## config.mk

```make
export PLATFORM = sky130hd
export DESIGN_NAME = open_addressing_hash_insert_flat
export DESIGN_NICKNAME = d
export VERILOG_FILES = /design/src/ohi_pkg.sv /design/src/ohi_if.sv /design/src/ohi_rem.sv /design/src/open_addressing_hash_insert.sv /design/src/flat_wrapper.sv
export SDC_FILE = /design/constraint.sdc
export NUM_CORES = 2
export LEC_CHECK = 0
export ABC_CLOCK_PERIOD_IN_PS = 9200
export BUFFER_PORTS_ARGS = -buffer_cell sky130_fd_sc_hd__buf_2
export CAP_MARGIN = 20
export CORE_MARGIN = 2
export CORE_UTILIZATION = 50
export CTS_CLUSTER_SIZE = 14
export DETAILED_ROUTE_END_ITERATION = 6
export PLACE_DENSITY = 0.66
export SYNTH_ARGS = -nofsm -noshare
export SYNTH_HDL_FRONTEND = slang
export SYNTH_SLANG_ARGS = --single-unit
```

## constraint.sdc

```tcl
create_clock -name clk -period 9.2 [get_ports clk]
set_clock_uncertainty 0.05 [all_clocks]
set_input_delay 0.46 -clock clk [delete_from_list [all_inputs] [get_ports clk]]
set_output_delay 0.46 -clock clk [all_outputs]
set_load 0.005 [all_outputs]
```

## src/ohi_pkg.sv

```systemverilog
// Package for the open-addressing hash insert block.
// Holds sizes, operation and register codes, controller states and the
// remainder unit handshake types. Depends on nothing.
package ohi_pkg;

  localparam int TABLE_DEPTH = 64;
  localparam int IDX_W       = $clog2(TABLE_DEPTH);
  localparam int SIZE_W      = IDX_W + 1;
  localparam int KEY_W       = 31;
  localparam int BIT_CNT_W   = $clog2(KEY_W);
  localparam int ADDR_W      = 3;
  localparam int DATA_W      = 32;

  localparam logic [SIZE_W-1:0] SIZE_RESET = SIZE_W'(10);
  localparam logic [SIZE_W-1:0] SIZE_MAX   = SIZE_W'(TABLE_DEPTH);

  // Input operation codes.
  localparam logic OP_INSERT = 1'b0;
  localparam logic OP_READ   = 1'b1;

  // Configuration register indexes, taken from paddr[2].
  localparam logic REG_TABLE_SIZE = 1'b0;
  localparam logic REG_PROBE_MODE = 1'b1;

  // Probe sequence codes.
  localparam logic PROBE_LINEAR    = 1'b0;
  localparam logic PROBE_QUADRATIC = 1'b1;

  typedef enum logic [2:0] {
    ST_IDLE,
    ST_MOD,
    ST_PROBE,
    ST_READ,
    ST_DONE
  } ohi_state_t;

  typedef struct packed {
    logic              start;
    logic [KEY_W-1:0]  dividend;
    logic [SIZE_W-1:0] divisor;
  } rem_req_t;

  typedef struct packed {
    logic             done;
    logic [IDX_W-1:0] rem;
  } rem_rsp_t;

  // A size of zero counts as one; sizes above the table depth are clamped.
  function automatic logic [SIZE_W-1:0] size_in_use(input logic [SIZE_W-1:0] size);
    logic [SIZE_W-1:0] n;
    n = size;
    if (n == '0) begin
      n = SIZE_W'(1);
    end else if (n > SIZE_MAX) begin
      n = SIZE_MAX;
    end
    return n;
  endfunction

endpackage

```

## src/ohi_if.sv

```systemverilog
// Valid/ready channel interfaces for the hash insert block.
// Depends on ohi_pkg for the field widths.
interface ohi_in_if;
  import ohi_pkg::*;

  logic             valid;
  logic             ready;
  logic             mode;
  logic [KEY_W-1:0] key;
  logic [IDX_W-1:0] slot_select;

  modport source (output valid, mode, key, slot_select, input ready);
  modport sink   (input valid, mode, key, slot_select, output ready);
endinterface

interface ohi_out_if;
  import ohi_pkg::*;

  logic             valid;
  logic             ready;
  logic [IDX_W-1:0] slot_index;
  logic [KEY_W-1:0] slot_value;
  logic             table_full;

  modport source (output valid, slot_index, slot_value, table_full, input ready);
  modport sink   (input valid, slot_index, slot_value, table_full, output ready);
endinterface

```

## src/ohi_rem.sv

```systemverilog
// Bit-serial remainder unit: dividend mod divisor, one dividend bit a cycle.
// Depends on ohi_pkg for widths and the request and response structs.
module ohi_rem (
  input  logic              clk,
  input  logic              rst,
  input  ohi_pkg::rem_req_t req,
  output ohi_pkg::rem_rsp_t rsp
);
  import ohi_pkg::*;

  logic                 busy;
  logic                 done;
  logic [BIT_CNT_W-1:0] cnt;
  logic [KEY_W-1:0]     dvd;
  logic [SIZE_W-1:0]    dvs;
  logic [IDX_W-1:0]     rem;
  logic [SIZE_W-1:0]    trial;
  logic [SIZE_W-1:0]    rem_next;

  // The partial remainder stays below the divisor, so the shifted value fits.
  assign trial    = {rem, dvd[KEY_W-1]};
  assign rem_next = (trial >= dvs) ? (trial - dvs) : trial;

  always_ff @(posedge clk) begin
    if (rst) begin
      busy <= 1'b0;
      done <= 1'b0;
    end else begin
      done <= 1'b0;
      if (req.start) begin
        busy <= 1'b1;
      end else if (busy && cnt == '0) begin
        busy <= 1'b0;
        done <= 1'b1;
      end
    end
  end

  always_ff @(posedge clk) begin
    if (req.start) begin
      dvd <= req.dividend;
      dvs <= req.divisor;
      rem <= '0;
      cnt <= BIT_CNT_W'(KEY_W - 1);
    end else if (busy) begin
      dvd <= {dvd[KEY_W-2:0], 1'b0};
      rem <= rem_next[IDX_W-1:0];
      cnt <= cnt - BIT_CNT_W'(1);
    end
  end

  assign rsp.done = done;
  assign rsp.rem  = rem;

endmodule

```

## src/open_addressing_hash_insert.sv

```systemverilog
// Open-addressing hash insert, top level: slot memory, probe controller, APB registers.
// Depends on ohi_pkg, ohi_in_if, ohi_out_if and ohi_rem.
//
// The block holds a table of 64 key slots, all empty after reset (tracked by one valid
// bit per slot, so no clearing pass is needed). An insert word first reduces its key
// modulo the table size in use with a bit-serial remainder unit, then probes the slot
// memory with one read issued per cycle and the check of each read in the cycle after.
// The key goes into the first empty slot; if none is found, table_full is reported and
// nothing is stored. A read word returns the key held at a slot. One word is worked on
// at a time; the result register lets the next word be accepted while a result still
// waits on the output. Registers: table_size at 0x0, probe_mode at 0x4; write them only
// while the block is idle.
module open_addressing_hash_insert (
  input  logic                    clk,
  input  logic                    rst,
  ohi_in_if.sink                  in_ch,
  ohi_out_if.source               out_ch,
  input  logic                    psel,
  input  logic                    penable,
  input  logic                    pwrite,
  input  logic [ohi_pkg::ADDR_W-1:0] paddr,
  input  logic [ohi_pkg::DATA_W-1:0] pwdata,
  output logic [ohi_pkg::DATA_W-1:0] prdata,
  output logic                    pready
);
  import ohi_pkg::*;

  // Configuration registers.
  logic [SIZE_W-1:0] table_size;
  logic              probe_mode;
  logic [SIZE_W-1:0] n;

  assign n      = size_in_use(table_size);
  assign pready = 1'b1;

  always_ff @(posedge clk) begin
    if (rst) begin
      table_size <= SIZE_RESET;
      probe_mode <= PROBE_LINEAR;
    end else if (psel && penable && pwrite && pready) begin
      case (paddr[2])
        REG_TABLE_SIZE: table_size <= pwdata[SIZE_W-1:0];
        REG_PROBE_MODE: probe_mode <= pwdata[0];
        default: ;
      endcase
    end
  end

  always_comb begin
    case (paddr[2])
      REG_TABLE_SIZE: prdata = DATA_W'(table_size);
      REG_PROBE_MODE: prdata = DATA_W'(probe_mode);
      default:        prdata = '0;
    endcase
  end

  // Controller and probe datapath.
  ohi_state_t        state;
  ohi_state_t        state_next;
  logic [KEY_W-1:0]  key_q;
  logic [IDX_W-1:0]  sel_q;
  logic              sel_in_range;
  logic [IDX_W-1:0]  pos;
  logic [IDX_W-1:0]  step;
  logic [SIZE_W-1:0] issued;
  logic [SIZE_W-1:0] checked;
  logic              rd_pend;
  logic [IDX_W-1:0]  rd_addr;
  logic [IDX_W-1:0]  res_index;
  logic [KEY_W-1:0]  res_value;
  logic              res_full;
  logic              out_valid;

  logic              accept;
  logic              found;
  logic              exhausted;
  logic              issue;
  logic              out_load;
  rem_req_t          rem_req;
  rem_rsp_t          rem_rsp;
  logic [SIZE_W-1:0] pos_sum;
  logic [IDX_W-1:0]  pos_adv;
  logic [SIZE_W-1:0] step_sum;
  logic [IDX_W-1:0]  step_adv;

  // Slot memory with a valid bit per slot; an entry never written reads as empty.
  logic [KEY_W-1:0]       slot_mem [TABLE_DEPTH];
  logic [TABLE_DEPTH-1:0] slot_vld;
  logic [IDX_W-1:0]       raddr;
  logic [KEY_W-1:0]       rd_data;
  logic                   rd_vld;
  logic                   mem_we;
  logic [KEY_W-1:0]       rd_eff;

  always_ff @(posedge clk) begin
    rd_data <= slot_mem[raddr];
    rd_vld  <= slot_vld[raddr];
    if (mem_we) begin
      slot_mem[rd_addr] <= key_q;
    end
  end

  always_ff @(posedge clk) begin
    if (rst) begin
      slot_vld <= '0;
    end else if (mem_we) begin
      slot_vld[rd_addr] <= 1'b1;
    end
  end

  assign rd_eff = rd_vld ? rd_data : '0;

  assign accept    = in_ch.valid && in_ch.ready;
  assign found     = rd_pend && (rd_eff == '0);
  assign exhausted = rd_pend && !found && (checked == n - SIZE_W'(1));

  // Both operands stay below n, so one compare and subtract reduces the sum.
  assign pos_sum  = SIZE_W'(pos) + SIZE_W'(step);
  assign pos_adv  = (pos_sum >= n) ? IDX_W'(pos_sum - n) : IDX_W'(pos_sum);
  // Successive squares differ by odd numbers, so the quadratic step grows by two.
  assign step_sum = SIZE_W'(step) + SIZE_W'(2);
  assign step_adv = (step_sum >= n) ? IDX_W'(step_sum - n) : IDX_W'(step_sum);

  ohi_rem u_rem (
    .clk (clk),
    .rst (rst),
    .req (rem_req),
    .rsp (rem_rsp)
  );

  always_comb begin
    state_next = state;
    case (state)
      ST_IDLE: begin
        if (accept) begin
          state_next = (in_ch.mode == OP_READ) ? ST_READ : ST_MOD;
        end
      end
      ST_MOD: begin
        if (rem_rsp.done) begin
          state_next = ST_PROBE;
        end
      end
      ST_PROBE: begin
        if (found || exhausted) begin
          state_next = ST_DONE;
        end
      end
      ST_READ: state_next = ST_DONE;
      ST_DONE: begin
        if (out_load) begin
          state_next = ST_IDLE;
        end
      end
      default: state_next = ST_IDLE;
    endcase
  end

  always_comb begin
    in_ch.ready      = (state == ST_IDLE);
    rem_req.start    = (state == ST_IDLE) && accept && (in_ch.mode == OP_INSERT);
    rem_req.dividend = in_ch.key;
    rem_req.divisor  = n;
    mem_we           = (state == ST_PROBE) && found;
    issue            = (state == ST_PROBE) && !found && !exhausted && (issued < n);
    out_load         = (state == ST_DONE) && (!out_valid || out_ch.ready);
    raddr            = (state == ST_IDLE) ? in_ch.slot_select : pos;
  end

  always_ff @(posedge clk) begin
    if (rst) begin
      state     <= ST_IDLE;
      out_valid <= 1'b0;
      rd_pend   <= 1'b0;
    end else begin
      state <= state_next;
      if (out_load) begin
        out_valid <= 1'b1;
      end else if (out_ch.ready) begin
        out_valid <= 1'b0;
      end
      if (state == ST_PROBE) begin
        rd_pend <= issue;
      end else begin
        rd_pend <= 1'b0;
      end
    end
  end

  always_ff @(posedge clk) begin
    case (state)
      ST_IDLE: begin
        if (accept) begin
          key_q        <= in_ch.key;
          sel_q        <= in_ch.slot_select;
          sel_in_range <= (SIZE_W'(in_ch.slot_select) < n);
        end
      end
      ST_MOD: begin
        if (rem_rsp.done) begin
          pos     <= rem_rsp.rem;
          step    <= (n == SIZE_W'(1)) ? '0 : IDX_W'(1);
          issued  <= '0;
          checked <= '0;
        end
      end
      ST_PROBE: begin
        if (rd_pend) begin
          checked <= checked + SIZE_W'(1);
        end
        if (found) begin
          res_index <= rd_addr;
          res_value <= key_q;
          res_full  <= 1'b0;
        end else if (exhausted) begin
          res_index <= '0;
          res_value <= '0;
          res_full  <= 1'b1;
        end
        if (issue) begin
          rd_addr <= pos;
          issued  <= issued + SIZE_W'(1);
          pos     <= pos_adv;
          if (probe_mode == PROBE_QUADRATIC) begin
            step <= step_adv;
          end
        end
      end
      ST_READ: begin
        res_index <= sel_q;
        res_value <= sel_in_range ? rd_eff : '0;
        res_full  <= 1'b0;
      end
      default: ;
    endcase
  end

  always_ff @(posedge clk) begin
    if (out_load) begin
      out_ch.slot_index <= res_index;
      out_ch.slot_value <= res_value;
      out_ch.table_full <= res_full;
    end
  end

  assign out_ch.valid = out_valid;

  // A slot is only written after a probe read found it empty.
  a_write_on_empty: assert property (@(posedge clk) disable iff (rst)
    mem_we |-> (state == ST_PROBE) && rd_pend && (rd_eff == '0))
    else $error("slot written without an empty probe result");

  // No more slots are checked than the table size in use.
  a_checked_bound: assert property (@(posedge clk) disable iff (rst)
    (state == ST_PROBE) |-> (checked < n) && (issued <= n))
    else $error("probe count beyond table size");

  // Every issued probe address lies inside the table in use.
  a_probe_in_range: assert property (@(posedge clk) disable iff (rst)
    issue |-> (SIZE_W'(pos) < n))
    else $error("probe address outside table");

  // The remainder unit only finishes while the controller waits for it.
  a_rem_done_state: assert property (@(posedge clk) disable iff (rst)
    rem_rsp.done |-> (state == ST_MOD))
    else $error("remainder finished outside its state");

  // A result waiting on the output is held until it is taken.
  a_result_held: assert property (@(posedge clk) disable iff (rst)
    out_valid && !out_ch.ready |=> out_valid && $stable(out_ch.slot_index)
      && $stable(out_ch.slot_value) && $stable(out_ch.table_full))
    else $error("pending result changed");

endmodule

```

## src/flat_wrapper.sv

```systemverilog
// flat-port wrapper written by rule: the top's interface ports become plain ports
module open_addressing_hash_insert_flat import ohi_pkg::*;
  (clk, rst, psel, penable, pwrite, paddr, pwdata, prdata, pready, in_ch_valid, in_ch_mode, in_ch_key, in_ch_slot_select, in_ch_ready, out_ch_valid, out_ch_slot_index, out_ch_slot_value, out_ch_table_full, out_ch_ready);
  ohi_in_if in_ch_i ();
  ohi_out_if out_ch_i ();
  input  logic clk;
  input  logic rst;
  input  logic psel;
  input  logic penable;
  input  logic pwrite;
  input  logic [ohi_pkg::ADDR_W-1:0] paddr;
  input  logic [ohi_pkg::DATA_W-1:0] pwdata;
  output logic [ohi_pkg::DATA_W-1:0] prdata;
  output logic pready;
  input wire logic [$bits(in_ch_i.valid)-1:0] in_ch_valid;
  input wire logic [$bits(in_ch_i.mode)-1:0] in_ch_mode;
  input wire logic [$bits(in_ch_i.key)-1:0] in_ch_key;
  input wire logic [$bits(in_ch_i.slot_select)-1:0] in_ch_slot_select;
  output wire logic [$bits(in_ch_i.ready)-1:0] in_ch_ready;
  output wire logic [$bits(out_ch_i.valid)-1:0] out_ch_valid;
  output wire logic [$bits(out_ch_i.slot_index)-1:0] out_ch_slot_index;
  output wire logic [$bits(out_ch_i.slot_value)-1:0] out_ch_slot_value;
  output wire logic [$bits(out_ch_i.table_full)-1:0] out_ch_table_full;
  input wire logic [$bits(out_ch_i.ready)-1:0] out_ch_ready;
  assign in_ch_i.valid = in_ch_valid;
  assign in_ch_i.mode = in_ch_mode;
  assign in_ch_i.key = in_ch_key;
  assign in_ch_i.slot_select = in_ch_slot_select;
  assign in_ch_ready = in_ch_i.ready;
  assign out_ch_valid = out_ch_i.valid;
  assign out_ch_slot_index = out_ch_i.slot_index;
  assign out_ch_slot_value = out_ch_i.slot_value;
  assign out_ch_table_full = out_ch_i.table_full;
  assign out_ch_i.ready = out_ch_ready;
  open_addressing_hash_insert u_core (.clk(clk), .rst(rst), .in_ch(in_ch_i), .out_ch(out_ch_i), .psel(psel), .penable(penable), .pwrite(pwrite), .paddr(paddr), .pwdata(pwdata), .prdata(prdata), .pready(pready));
endmodule
```

Word level (Yosys, flattened, before mapping)
Memory sizes are Yosys's and may differ from the RTL's. A register that Yosys moved wholly into a read port is not among the register bits.
Index checks and enable logic that the tools add are counted.
{"block": "op_classes", "muxes": 50, "magnitude_cmp": 9, "addsub": 9, "bitwise": 4, "n_reduce_logical": 40, "eq_ne": 14}
{"operator": "31-bit two-way mux", "count": 6}
{"operator": "6-bit two-way mux", "count": 11}
{"operator": "64-bit OR", "count": 1}
{"operator": "32-bit one-hot mux with 2 select lines", "count": 1}
{"operator": "31-bit one-hot mux with 2 select lines", "count": 1}
{"operator": "6-bit one-hot mux with 2 select lines", "count": 3}
{"operator": "7-bit two-way mux", "count": 5}
{"operator": "31-bit zero test", "count": 1}
{"operator": "7-bit one-hot mux with 2 select lines", "count": 2}
{"operator": "7-bit greater-or-equal comparator", "count": 3}
{"operator": "6-bit subtractor", "count": 3}
{"operator": "1-bit logical AND", "count": 15}
{"operator": "3-bit one-hot mux with 5 select lines", "count": 1}
{"operator": "7-bit by 1-bit adder with 7-bit output, second input constant", "count": 2}
{"operator": "6-bit by 7-bit less-than comparator with 1-bit output, second input constant", "count": 2}
{"operator": "1-bit two-way mux", "count": 12}
{"operator": "3-bit two-way mux", "count": 4}
{"operator": "2-bit by 1-bit != test with 1-bit output, second input constant", "count": 5}
{"operator": "2-bit AND reduction", "count": 5}
{"operator": "2-bit nonzero test", "count": 5}
{"operator": "4-bit AND reduction", "count": 2}
{"operator": "6-bit by 2-bit adder with 7-bit output, second input constant", "count": 1}
{"operator": "6-bit by 6-bit adder with 7-bit output", "count": 1}
{"operator": "7-bit by 1-bit equality test with 1-bit output, second input constant", "count": 1}
{"operator": "other kinds (24)", "count": 33}
{"block": "word_totals", "out_inout_bits": 73, "input_bits": 80, "word_cells": 154, "n_memories": 1, "reg_bits": 275, "ram_bits": 1984}
{"memory": "u_core.slot_mem", "words": 64, "word_bits": 31, "read_ports": 1, "rd_clocked_by_memory_dff": 1, "wr": 1, "line": "open_addressing_hash_insert.sv:87", "source": "logic [KEY_W-1:0] slot_mem [TABLE_DEPTH];"}

Logic depth before layout (Yosys ltp)
{"block": "depth", "word_depth": 11, "depth_mapped": 13, "mapped_depth_nobuf": 12}

Hierarchy
From an unflattened synthesis, not the netlist that was laid out.
{"block": "hier_totals", "hier_cells": 5830, "area_unflattened_um2": 90558.1}
{"module": "open_addressing_hash_insert", "n_inst": 1, "seq_area_each_um2": 66143.4, "cells_each": 5650, "area_each_um2": 88152.0}
{"module": "ohi_rem", "n_inst": 1, "seq_area_each_um2": 1401.3, "cells_each": 180, "area_each_um2": 2406.1}

Worst setup path before layout
OpenSTA, ideal clock, no wires.
{"block": "synth_path", "path_type": "flip-flop to flip-flop", "from": "register u_core.state[1]", "to": "memory u_core.slot_mem[0][0] (enable)", "synth_period_minus_slack_ps": 4546, "path_slack_ps": 4654, "stages_incl_launch_ff": 9, "required_ps": 8690, "setup_time_ps": 460, "t_arrival_ps": 4035, "path_buffers": 4, "cell_sequence": "dfxtp_1 buf_4 buf_2 nor2b_1 nor2b_1 nand3_1 clkbuf_1 buf_1 nor3_1"}
{"block": "synth_between", "elab_chain_len": 4}
{"item": "from (decl)", "line": "open_addressing_hash_insert.sv:58", "source": "ohi_state_t state;"}
{"item": "from (signal assigned)", "line": "open_addressing_hash_insert.sv:176", "source": "state <= state_next;"}
{"item": "3-bit by 2-bit equality test with 1-bit output", "line": "open_addressing_hash_insert.sv:164", "source": "mem_we = (state == ST_PROBE) && found;"}
{"item": "1-bit logical AND", "line": "open_addressing_hash_insert.sv:164"}
{"item": "1-bit two-way mux", "line": "open_addressing_hash_insert.sv:98", "source": "if (mem_we) begin"}
{"item": "1-bit two-way mux (implied by the code)", "line": "open_addressing_hash_insert.sv:99", "source": "slot_mem[rd_addr] <= key_q;"}
{"item": "to (decl)", "line": "open_addressing_hash_insert.sv:87"}
No other way between the ends.

Final worst setup path
{"block": "layout_path", "from": "register u_core.state[0]", "to": "register u_core.rd_data[20], read port of u_core.slot_mem"}
{"block": "layout_between", "elab_chain_len": 2}
{"item": "3-bit zero test", "line": "open_addressing_hash_insert.sv:167", "source": "raddr = (state == ST_IDLE) ? in_ch.slot_select : pos;"}
{"item": "6-bit two-way mux", "line": "open_addressing_hash_insert.sv:167"}
{"item": "to (decl)", "line": "open_addressing_hash_insert.sv:90", "source": "logic [KEY_W-1:0] rd_data;"}
No other way between the ends.
A chain may end at the register's enable or synchronous reset.

==> summary.json <==
{
  "die_area": {"value": 183000, "unit": "um2"},
  "clk_latency": {"value": 0.89, "unit": "ns"},
  "root_buffer": {"value": "clkbuf_16"},
  "rsz0062_at_grt": {"value": "no"},
  "synthesized_cell_area": {"value": 89700, "unit": "um2"},
  "number_of_synthesized_flops_with_an_enable_pin": {"value": 2168},
  "cp.required": {"value": 9.97, "unit": "ns"},
  "avgSynthCellArea": {"value": 16.5, "unit": "um2"},
  "clock_sink_count": {"value": 2290},
  "synth.top_cell.area_share": {"value": 72.6, "unit": "%"},
  "fill_count": {"value": 13349},
  "final_worst_path_cycle_share": {"value": 60.7, "unit": "%"},
  "synth-async-reset-ratio": {"value": 0, "unit": "%"},
  "gr-usage-all-layers": {"value": 29.0, "unit": "%"},
  "num_rows": {"value": 155},
  "cp_data_arrival_time": {"value": 6.35, "unit": "ns"},
  "wire_length_of_the_first_global_routing_pass": {"value": 372000, "unit": "um"},
  "cts.clk_slew.worst_paths": {"value": 0.06, "unit": "ns"},
  "io_pins": {"value": 153},
  "routabilityCongestion": {"value": 0.868},
  "area_growth_syn_to_layout": {"value": 13.2, "unit": "%"},
  "yosys.cell_types.count": {"value": 84},
  "grt_pass1_vias": {"value": 50655},
  "status": {"value": "completed"},
  "detail_route.vias_per_cell": {"value": 6.46},
  "overflow": {"value": 0},
  "synth_top_cells_by_area": {"value": "edfxtp_1 73%, mux4_2 6.9%, nand2_1 3.3%"},
  "via_count": {"value": 53004},
  "path_max_fanout": {"value": 22},
  "period_needed": {"value": 5.58, "unit": "ns"},
  "overall_die_width": {"value": 427, "unit": "um"},
  "route.final.wire_length": {"value": 265000, "unit": "um"},
  "synth_seq_area_share": {"value": 75.3, "unit": "%"},
  "grt_max_degree": {"value": 134},
  "final-hold-violation-count": {"value": 0},
  "drive_above_1_share": {"value": 17.2, "unit": "%"},
  "yosysWarnings": {"value": 0},
  "start_util": {"value": 50.3, "unit": "%"},
  "io_buffers": {"value": 99},
  "report.final.setup_viol": {"value": 0},
  "slew_headroom": {"value": 19.9, "unit": "%"},
  "hold_path_class": {"value": "in -> reg"},
  "critPathCaptureType": {"value": "flop"},
  "core_area": {"value": 178000, "unit": "um2"},
  "clk_path_buf_depth": {"value": 3},
  "drt-pass1-iter-count": {"value": 6},
  "ir_drop": {"value": 208, "unit": "uV"},
  "worstMarginPinSlew": {"value": 1.20, "unit": "ns"},
  "static-leakage-power": {"value": 33.3, "unit": "nW"},
  "most_used_flip_flop_cell_after_synthesis": {"value": "edfxtp_1"},
  "report.power.total": {"value": 23.3, "unit": "mW"},
  "cts_tree": {"value": "done"},
  "place_hpwl": {"value": 149000, "unit": "um"},
  "multiInputGateArea": {"value": 20900, "unit": "um2"},
  "p_per_area": {"value": 230, "unit": "nW/um2"},
  "antenna_found_initial": {"value": 13},
  "ff2ff_setup_slack": {"value": 3.62, "unit": "ns"},
  "die_h": {"value": 427, "unit": "um"},
  "critPathKind": {"value": "reg -> reg"},
  "ff_latch_area": {"value": 67500, "unit": "um2"},
  "fmax": {"value": 179, "unit": "MHz"},
  "num-nets-final": {"value": 5779},
  "setup.worst_path.start_class": {"value": "flop"},
  "preCtsSetupSlack": {"value": 3.93, "unit": "ns"},
  "htree_levels": {"value": 4},
  "numCtsBuffers": {"value": 219},
  "final_critical_path_setup_slack": {"value": 3.62, "unit": "ns"},
  "maxCapViolations": {"value": 0},
  "drt_iter0_markers": {"value": 8523},
  "wl_per_cell": {"value": 32.2, "unit": "um"},
  "tns": {"value": 0, "unit": "ns"},
  "post-synth-top-area-cell": {"value": "edfxtp_1"},
  "synth.ff_latch_count": {"value": 2290},
  "drt.antenna.violating_nets": {"value": 0},
  "post-route-drc-count": {"value": 0},
  "timing.final.max_slew_violations": {"value": 0},
  "syn_inst": {"value": 5428}
}
## synthesized netlist by cell type, types with 43 or more instances
cell      instances
nor3_1           60
a31oi_1         100
and3_1          136
a211oi_1        125
edfxtp_1       2168
nand4_1          43
ha_1             44
nor2_1          218
mux4_2          275
nand2_1         787
a21oi_1         113
a22oi_1          69
a22o_1           54
o21ai_0          76
dfxtp_1         122
buf_2           106
buf_4            58
clkbuf_1        153
mux2i_1          65
nand3_1         218
## timing repair
item / CTS / global route
buffers inserted: 0 / 0
hold buffers: 48 / 0
endpoints found under the hold margin: 80 / 0
resized for setup: 0 / 0
## cell usage in the layout (no fill, tap or decap), drive strengths merged, types with 69 or more instances in the layout
master	Yosys	routed
edfxtp	2168	2168
nand2	788	788
clkbuf	157	300
buf	194	281
mux4	275	275
nor2	220	220
nand3	218	218
and3	136	136
a211oi	126	126
dfxtp	122	122
a21oi	113	113
a31oi	100	100
clkinv	1	88
o21ai	76	76
a22oi	69	69
## power breakdown
part           switching, mW  internal (mW)  total [mW]
clock network           3.93           5.29        9.22
registers              0.145           11.6        11.7
logic                   1.60          0.756        2.36
## final cells by class
class	count	area share, %
well taps	2355	2.90
inverters	31	0.115
repair buffers	329	2.46
multi-input cells	2780	20.6
clock buffers	300	6.03
clock inverters	120	1.31
diodes	2	0.00493
flip-flops and latches	2290	66.6
## flip-flops by register name (all words and copies together), names as in the netlist, 7 cells and up
name,flops
u_core.u_rem.dvd,31
u_core.out_ch.slot_value,31
u_core.issued,7
u_core.u_rem.dvs,7
u_core.key_q,31
u_core.res_value,31
u_core.table_size,7
u_core.rd_data,31
u_core.slot_vld,64
u_core.checked,7
u_core.slot_mem,1984
## logic make-up after synthesis
logic type / after synthesis / share of synthesized area [%]
AOI/OAI and AO/OA: 733 / 5.76
xor gates and xnor gates: 31 / 0.303
adders and majority gates: 48 / 0.703
buffers and inverters: 382 / 2.05
DFF: 2290 / 75.3
muxes: 345 / 7.70
other: 2 / 0.00838
and+or+nand+nor: 1597 / 8.15
## worst paths after layout
kind | to | from | cells after the start
worst max-delay path | u_core.rd_data[20] | u_core.state[0] | 7
worst min-delay path | u_core.table_size[1] | penable | 5
worst max register to register | u_core.rd_data[20] | u_core.state[0] | 7
worst min register to register | u_core.out_ch.slot_value[19] | u_core.res_value[19] | 0
## through the flow
| stage | utilization, % | cells | cell area [um2] | hold WS, ns |
|---|---|---|---|---|
| 6_report | 56.9 | 8207 | 101000 | 0.133 |
| 5_1_grt | 56.9 | 8205 | 101000 | 0.162 |
| 4_1_cts | 56.9 | 8202 | 101000 | 0.0782 |
| 3_5_place_dp | 52.5 | 7734 | 93500 | 0.355 |
| 3_3_place_gp | 52.5 | 7732 | 93500 | 0.352 |
| 2_1_floorplan | - | 5452 | 89800 | 0.350 |
## critical path, stage by stage, from the launching register on
cell and delay, ns:
dfxtp_1 0.61, nor3_2 0.89, mux2i_1 0.94, nand2b_1 0.75, nor2_2 1.14, a22oi_1 0.27
o2111ai_1 0.59, or4b_1 0.22
## routing by layer
metal / GRT usage, % / share of wire, % / wire length (um) / up-vias
li1: - / - / - / 21787
met5: 0 / 0.018 / 48 / -
met4: 11.5 / 4.4 / 11800 / 8
met1: 40.2 / 37 / 98700 / 26962
met2: 43.5 / 45 / 119000 / 3649
met3: 8.17 / 13 / 35200 / 598
(Power assumes the default switching activity.)
